<file path="src/sv/crtm_pkg.sv">
// ----------------------------------------------------------------------------
// crtm_pkg
// shared constants, codes and controller types of the rate timeout monitor
// ----------------------------------------------------------------------------
`default_nettype none
package crtm_pkg;
  localparam int CHANNELS         = 16;
  localparam int MAX_WINDOW       = 16;
  localparam int TICKS_PER_SECOND = 1000000;

  localparam int CH_W    = 4;
  localparam int WIN_W   = $clog2(MAX_WINDOW);
  localparam int CNT_W   = 5;
  localparam int TS_W    = 48;
  localparam int RATE_W  = 16;
  localparam int NUM_W   = 32;
  localparam int CFG_W   = 32;
  localparam int CFG_IDX_W = 2;
  localparam int DIV_CNT_W = $clog2(NUM_W);

  localparam logic [NUM_W-1:0] RATE_SCALE = NUM_W'(TICKS_PER_SECOND * 256);

  localparam logic [CFG_IDX_W-1:0] REG_WARN    = 2'd0;
  localparam logic [CFG_IDX_W-1:0] REG_ERROR   = 2'd1;
  localparam logic [CFG_IDX_W-1:0] REG_TIMEOUT = 2'd2;
  localparam logic [CFG_IDX_W-1:0] REG_WINDOW  = 2'd3;

  localparam logic OP_ARRIVAL = 1'b0;
  localparam logic OP_EVAL    = 1'b1;

  localparam logic [1:0] LVL_OK    = 2'd0;
  localparam logic [1:0] LVL_WARN  = 2'd1;
  localparam logic [1:0] LVL_ERROR = 2'd2;

  localparam logic [2:0] RSN_OK        = 3'd0;
  localparam logic [2:0] RSN_NOT_RECV  = 3'd1;
  localparam logic [2:0] RSN_TIMEOUT   = 3'd2;
  localparam logic [2:0] RSN_ERR_RATE  = 3'd3;
  localparam logic [2:0] RSN_WARN_RATE = 3'd4;

  typedef enum logic [1:0] {
    ST_IDLE,
    ST_READ,
    ST_DIV,
    ST_DONE
  } state_t;

  typedef struct packed {
    logic arrive;
    logic capture;
    logic evaluate;
    logic div_step;
    logic out_load;
  } cmd_t;

  typedef struct packed {
    logic need_div;
    logic div_last;
    logic out_free;
  } status_t;
endpackage
`default_nettype wire

</file>
<file path="src/sv/crtm_ctrl.sv">
// ----------------------------------------------------------------------------
// crtm_ctrl
// sequencer: accepts transactions, steps the divider, hands off the result
// ----------------------------------------------------------------------------
`default_nettype none
module crtm_ctrl (
  input  wire logic              clk,
  input  wire logic              rst_n,
  input  wire logic              in_valid,
  input  wire logic              in_op,
  output logic                   in_ready,
  input  wire crtm_pkg::status_t status,
  output crtm_pkg::cmd_t         cmd
);
  import crtm_pkg::*;

  state_t state_r, state_nxt;

  always_ff @(posedge clk) begin
    if (!rst_n) begin
      state_r <= ST_IDLE;
    end else begin
      state_r <= state_nxt;
    end
  end

  always_comb begin
    state_nxt = state_r;
    cmd       = '0;
    in_ready  = 1'b0;
    unique case (state_r)
      ST_IDLE: begin
        in_ready = 1'b1;
        if (in_valid) begin
          if (in_op == OP_ARRIVAL) begin
            cmd.arrive = 1'b1;
          end else begin
            cmd.capture = 1'b1;
            state_nxt   = ST_READ;
          end
        end
      end
      ST_READ: begin
        cmd.evaluate = 1'b1;
        state_nxt    = status.need_div ? ST_DIV : ST_DONE;
      end
      ST_DIV: begin
        cmd.div_step = 1'b1;
        if (status.div_last) begin
          state_nxt = ST_DONE;
        end
      end
      ST_DONE: begin
        if (status.out_free) begin
          cmd.out_load = 1'b1;
          state_nxt    = ST_IDLE;
        end
      end
      default: state_nxt = ST_IDLE;
    endcase
  end
endmodule
`default_nettype wire

</file>
<file path="config.mk">
export PLATFORM = sky130hd
export DESIGN_NAME = crtm_ctrl
export DESIGN_NICKNAME = d
export VERILOG_FILES = /design/src/sv/crtm_pkg.sv /design/src/sv/crtm_ctrl.sv
export SDC_FILE = /design/constraint.sdc
export NUM_CORES = 1
export LEC_CHECK = 0
export BUFFER_PORTS_ARGS = -buffer_cell sky130_fd_sc_hd__buf_4
export CORE_AREA = 2 2 39 41
export CTS_BUF_LIST = sky130_fd_sc_hd__clkbuf_8
export DETAILED_ROUTE_END_ITERATION = 16
export DIE_AREA = 0 0 41 43
export GPL_ROUTABILITY_DRIVEN = 0
export PLACE_DENSITY_LB_ADDON = 0.2
export SKIP_CTS_REPAIR_TIMING = 1
export SYNTH_ARGS = -nofsm -noshare
export SYNTH_HDL_FRONTEND = slang
export SYNTH_SLANG_ARGS = --single-unit
</file>
<file path="constraint.sdc">
create_clock -name clk -period 2.7 [get_ports clk]
set_clock_uncertainty 0.05 [all_clocks]
set_input_delay 0.135 -clock clk [delete_from_list [all_inputs] [get_ports clk]]
set_output_delay 0.135 -clock clk [all_outputs]
set_load 0.05 [all_outputs]
</file>
==> results of run 1 <==
==> worst reg2reg max path: cells and delay by family (launching register included) <==
kind | cells | cell delay (ns)
and+or+nand+nor | 1 | 0.16
DFF | 1 | 0.44
AOI/OAI and AO/OA | 2 | 0.48
buffers and inverters | 1 | 0.10
adders and majority gates | 1 | 0.28
==> per-stage QoR <==
stage	hold slack (ns)	cells	power, mW	setup WS (ns)
floorplan	0.225	24	0.313	0.768
global placement	0.359	52	0.384	1.11
detailed placement	0.364	52	0.387	1.08
CTS	0.145	55	0.507	1.07
global route	0.150	55	0.532	0.982
finish	0.149	55	0.497	1.09
==> per-layer routing <==
| layer | vias up | global-route usage |
|---|---|---|
| li1 | 113 | - |
| met1 | 92 | 0.0671 |
| met2 | 6 | 0.0875 |
| met3 | 0 | 0.0157 |
| met4 | 0 | 0.0800 |
| met5 | - | 0 |
==> placed cells by master (no fill, tap or decap), drive strengths merged <==
master and count:
o2111a 1, nor2b 2, buf 12, nor2 1
mux2i 1, or3 1, ha 4, nand2b 1
inv 3, dfxtp 2, a2111o 1, a221oi 1
clkbuf 3, and2 1, nand2 4, and3 1
==> worst max path at each step <==
stage                         endpoint                    start
3_5_place_dp   state_r[0]$_SDFFE_PN0P_  state_r[0]$_SDFFE_PN0P_
6_report       state_r[0]$_SDFFE_PN0P_  state_r[0]$_SDFFE_PN0P_
3_3_place_gp   state_r[0]$_SDFFE_PN0P_  state_r[0]$_SDFFE_PN0P_
2_1_floorplan                   cmd[4]  state_r[0]$_SDFFE_PN0P_
4_1_cts        state_r[0]$_SDFFE_PN0P_  state_r[0]$_SDFFE_PN0P_
5_1_grt        state_r[0]$_SDFFE_PN0P_  state_r[0]$_SDFFE_PN0P_
==> synthesized netlist by cell type, drive strengths merged <==
library cell | number | area [sq um]
ha | 4 | 50.1
nand2 | 4 | 15.0
inv | 3 | 11.3
dfxtp | 2 | 40.0
nor2b | 2 | 12.5
a2111o | 1 | 11.3
a221oi | 1 | 15.0
and2 | 1 | 6.26
and3 | 1 | 7.51
mux2i | 1 | 10.0
nand2b | 1 | 13.8
nor2 | 1 | 3.75
o2111a | 1 | 11.3
or3 | 1 | 6.26
==> final cells by class <==
cell class | instances | area, sq um
multi-input cells | 19 | 163
well taps | 16 | 20.0
fillers | 160 | 1020
inverters | 3 | 11.3
repair buffers | 12 | 90.1
clock buffers | 3 | 41.3
flip-flops and latches | 2 | 40.0
==> logic make-up (layout without fill, tap and decap cells) <==
| logic type | count (synthesis) | in the layout | synth area share |
|---|---|---|---|
| fa+ha+maj | 4 | 4 | 0.234 |
| mux | 1 | 1 | 0.0468 |
| compound gates | 3 | 3 | 0.175 |
| flops | 2 | 2 | 0.187 |
| buf+inv | 3 | 18 | 0.0526 |
| simple gates | 11 | 11 | 0.304 |
==> where the power goes <==
part | internal (mW) | switching, mW
logic | 0.120 | 0.195
registers | 0.0442 | 0.0225
clock network | 0.0941 | 0.0212
==> reports/metrics.cfg, run 1 <==
[placement]
hpwl_um=390
portBuffers=12
place_area_sq_um=324

[critical_path]
cp_max_fo=6
reg2reg_from=state_r[0]$_SDFFE_PN0P_
worst-r2r-setup-slack_ns=1.09
critPathArrivalTime_ns=1.66
cp_top_family=compound AO/OA/AOI/OAI gates
path_buf_inv=1
reg2reg_to=state_r[0]$_SDFFE_PN0P_
crit_cells=5
critPathKind=reg2reg
cpPeakStageDelay_ns=0.44
cp-end-kind=flip-flop
rr_worst_depth=5
crit_chain=inv_1 > ha_1 > nand2b_4 > a2111o_1 > o2111a_1
required_ns=2.74
critPathLaunchType=flip-flop
crit_slowest_cell=dfxtp_1

[timing]
tightestPinTransition_ns=0.274
max_slew_margin=0.818
rsz0062_at_grt=false
period_share=0.598
finalSetupViolations=0
max_freq_ghz=0.620
finalSetupTns_ns=0
period_minus_slack_ns=1.61
report.final.slew_viol_count=0
hold_violations=0

[job]
maxCapViolations=0

[layout]
num-nets-final=52
largest_reg_flops=2
area_growth_pct=70.8
max_flop_register=state_r
design_area_sq_um=365
top_regs=state_r x2
final_core_util=0.264
antenna_cells=0
drive_above_1_share=0.462

[drt]
dr.pass1.iters=4
top_layer=met3
first_iter_violations=2
wirelength_um=463
drc=0
wl_met2_um=233
avgViaCountPerCell=3.84
vias=211
wl_per_cell_um=8.42
route.met3.wl_um=37
final_antenna_net_count=0
met1_length_um=192

[floorplan]
io-pin-count=13
die_y_um=43
die-area_sq_mm=0.00176
start_util=0.155
core_sq_mm=0.00138
die_w_um=41
rows=14

[yosys]
synthesis.nets=35
synth_seq_cells=2
synth_cell_types=14
synth.avg_cell_area_sq_um=8.91
synth_cells=24
synth_area_sq_um=214
seq_area_frac_synth=0.187
yosysWarnings=0

[grt]
track_usage=0.0641
grt_max_degree=7
grt-ovfl-total=0
grt_pass1_wl_um=724
antenna_found_initial=0
grt_pass1_vias=210

[outcome]
status=finished, final reports clean

[cts]
cts_tree=yes
htree_levels=1
clkTransAtPathRegs_ns=0.03
clock_latency_ns=0.21
cts_inserted_buffers=3
cts.sinks=2
cts.path.max_buffers=2
cts_root_buffer=clkbuf_8

[power]
p_leak_nw=0.183
vdd_drop_max_mv=0.401
powerDensity_mw_per_mm2=1360

[worst_hold_path]
hp-start=rst_n
hold_class=in2reg
holdPathEnd=state_r[0]$_SDFFE_PN0P_
hold_path_depth=2

(Power assumes the default switching activity.)
==> inputs of run 2 (changes only) <==
--- a/config.mk
+++ b/config.mk
@@ -5,6 +5,7 @@
 export SDC_FILE = /design/constraint.sdc
 export NUM_CORES = 1
 export LEC_CHECK = 0
+export ABC_AREA = 1
 export BUFFER_PORTS_ARGS = -buffer_cell sky130_fd_sc_hd__buf_4
 export CORE_AREA = 2 2 39 41
 export CTS_BUF_LIST = sky130_fd_sc_hd__clkbuf_8
==> constraint.sdc (replaced) <==
create_clock -name clk -period 1.42 [get_ports clk]
set_clock_uncertainty 0.05 [all_clocks]
set_input_delay 0.071 -clock clk [delete_from_list [all_inputs] [get_ports clk]]
set_output_delay 0.071 -clock clk [all_outputs]
set_load 0.05 [all_outputs]
==> reports/metrics.cfg, run 2 <==
[layout]
max_flop_register=state_r  ; unchanged
area_growth_pct=77.2  ; was 70.8%
antenna_cells=0  ; unchanged
drive_above_1_share=0.500  ; was 0.462
final_common_cell=buf_4  ; unchanged
num-nets-final=63  ; was 52
top_regs=state_r x2  ; unchanged
mostFrequentLayoutCells=buf_4 (11), nand2_1 (9), inv_1 (7)  ; was buf_4 (12), nand2_1 (4), ha_1 (4)
largest_reg_flops=2  ; unchanged

[drt]
dr.pass1.iters=2  ; was 4
first_iter_violations=1  ; was 2
drc=0  ; unchanged
vias=243  ; was 211
wl_met2_um=220  ; was 233 um
met1_length_um=202  ; was 192 um
route.met3.wl_um=47  ; was 37 um
avgViaCountPerCell=3.68  ; was 3.84
final_antenna_net_count=0  ; unchanged
wl_per_cell_um=7.12  ; was 8.42 um
top_layer=met3  ; unchanged
wirelength_um=470  ; was 463 um

[placement]
portBuffers=12  ; unchanged
dp_slack_ns=0.138  ; was 1.08 ns
hpwl_um=413  ; was 390 um

[yosys]
synth_edf_count=0  ; unchanged
synth_most_common_cell=nand2_1
synth_cell_types=12  ; was 14
yosysTopAreaCell=ha_1  ; unchanged
synth_cells=35  ; was 24
synth_common_cells=nand2_1 (9), inv_1 (7), ha_1 (4)  ; was ha_1 (4), nand2_1 (4), inv_1 (3)
synth_area_sq_um=225  ; was 214 sq um
ys_async_sr_fraction=0  ; unchanged
synthesis.nets=46  ; was 35
synth_seq_cells=2  ; unchanged
yosys.area.top_type_share=0.222  ; was 0.234
synth_ff_type=dfxtp_1  ; unchanged
seq_area_frac_synth=0.178  ; was 0.187
yosysWarnings=0  ; unchanged
synth.avg_cell_area_sq_um=6.43  ; was 8.91 sq um
synth.area.top_cells=ha_1 (22%), dfxtp_1 (18%), nand2_1 (15%)  ; was ha_1 (23%), dfxtp_1 (19%), a221oi_2 (7.0%)

[critical_path]
cp_top_family=buffers and inverters  ; was compound AO/OA/AOI/OAI gates
cpPeakStageDelay_ns=0.33  ; was 0.44 ns
path_buf_inv=3  ; was 1
crit_chain=inv_1 > ha_2 > inv_2 > nor2_4 > buf_4  ; was inv_1 > ha_1 > nand2b_4 > a2111o_1 > o2111a_1
critPathArrivalTime_ns=1.20  ; was 1.66 ns
required_ns=1.30  ; was 2.74 ns
cp-end-kind=output pin  ; was flip-flop
critPathKind=reg2out  ; was reg2reg
cp_max_fo=5  ; was 6
crit_slowest_cell=dfxtp_2  ; was dfxtp_1
critPathLaunchType=flip-flop  ; unchanged

[timing]
max_slew_margin=0.900  ; was 0.818
finalSetupViolations=0  ; unchanged
timing.hold.ws_ns=0.0585  ; was 0.149 ns
tightestPinTransition_ns=0.149  ; was 0.274 ns
setup_ws_ns=0.0997  ; was 1.09 ns
period_minus_slack_ns=1.32
rsz0062_at_grt=false  ; unchanged
report.final.slew_viol_count=0  ; unchanged
max_freq_ghz=0.757
period_share=0.930
hold_violations=0  ; unchanged
finalSetupTns_ns=0  ; unchanged

[worst_hold_path]
hold_class=in2reg  ; unchanged

[floorplan]
rows=14  ; unchanged
core_sq_mm=0.00138  ; unchanged
die_w_um=41  ; unchanged
die-area_sq_mm=0.00176  ; unchanged
die_y_um=43  ; unchanged
io-pin-count=13  ; unchanged
start_util=0.163  ; was 0.155

[cts]
htree_levels=1  ; unchanged
cts_root_buffer=clkbuf_8  ; unchanged
clock_latency_ns=0.21  ; about the same
cts_tree=yes  ; unchanged
cts_inserted_buffers=3  ; unchanged
cts.sinks=2  ; unchanged
clkTransAtPathRegs_ns=0.03  ; about the same
cts.path.max_buffers=2  ; unchanged

[power]
vdd_drop_max_mv=0.587  ; was 0.401 mV
p_leak_nw=0.221  ; was 0.183 nW
powerDensity_mw_per_mm2=2350  ; was 1360 mW/mm^2

[grt]
grt_pass1_wl_um=786  ; was 724 um
antenna_found_initial=0  ; unchanged
grt_max_degree=6  ; was 7
track_usage=0.0691  ; was 0.0641
grt-ovfl-total=0  ; unchanged
grt_pass1_vias=223  ; was 210

[outcome]
status=finished, final reports clean  ; unchanged

[job]
maxCapViolations=0  ; unchanged

==> run 2: final cells by class <==
class                      instances  area, sq um
timing repair buffer              12         93.8
inverter                           8         30.0
fill                             160          985
multi-input combinational         25          173
tap                               16         20.0
clock buffer                       3         41.3
sequential                         2         41.3
==> run 2: metal layers <==
| layer | track usage | vias up |
|---|---|---|
| li1 | - | 134 |
| met1 | 0.0796 | 100 |
| met2 | 0.0906 | 9 |
| met3 | 0.0314 | 0 |
| met4 | 0.0600 | 0 |
| met5 | 0 | - |
==> run 2: stage by stage <==
step | utilization | total power [mW] | area [sq um] | cells
after floorplan | - | 0.589 | 243 | 35
after CTS | 0.285 | 0.950 | 394 | 66
after global placement | 0.255 | 0.723 | 353 | 63
final | 0.288 | 0.937 | 399 | 66
after detailed placement | 0.255 | 0.719 | 353 | 63
after global routing | 0.288 | 1.03 | 399 | 66
==> run 2: kinds of logic (layout without fill, tap and decap cells) <==
kind of cell             count (synthesis)  in the layout  share of synthesized area
AO/OA/AOI/OAI                            3              3                     0.0833
flip-flops                               2              2                      0.178
AND/OR/NAND/NOR                         18             18                      0.383
adder cells (fa/ha/maj)                  4              4                      0.222
buffers and inverters                    8             23                      0.133
==> run 2: worst min-delay path: cells and delay by family <==
| family | cells | cell delay (ns) |
|---|---|---|
| buf+inv | 2 | 0.16 |
| compound gates | 1 | 0.04 |
==> run 2: where the power goes <==
| part | internal, mW | switching [mW] |
|---|---|---|
| sequential | 0.0847 | 0.0303 |
| clock | 0.179 | 0.0409 |
| combinational | 0.201 | 0.402 |
| total | 0.465 | 0.473 |
==> run 2: worst paths after layout <==
path | from | endpoint | slack (ns) | cells past startpoint
max | state_r[0]$_SDFFE_PN0P_ | cmd[3] | 0.1 | 5
min | rst_n | state_r[0]$_SDFFE_PN0P_ | 0.06 | 3
max reg2reg | state_r[1]$_SDFFE_PN0P_ | state_r[0]$_SDFFE_PN0P_ | 0.21 | 7
min reg2reg | state_r[0]$_SDFFE_PN0P_ | state_r[0]$_SDFFE_PN0P_ | 0.45 | 2
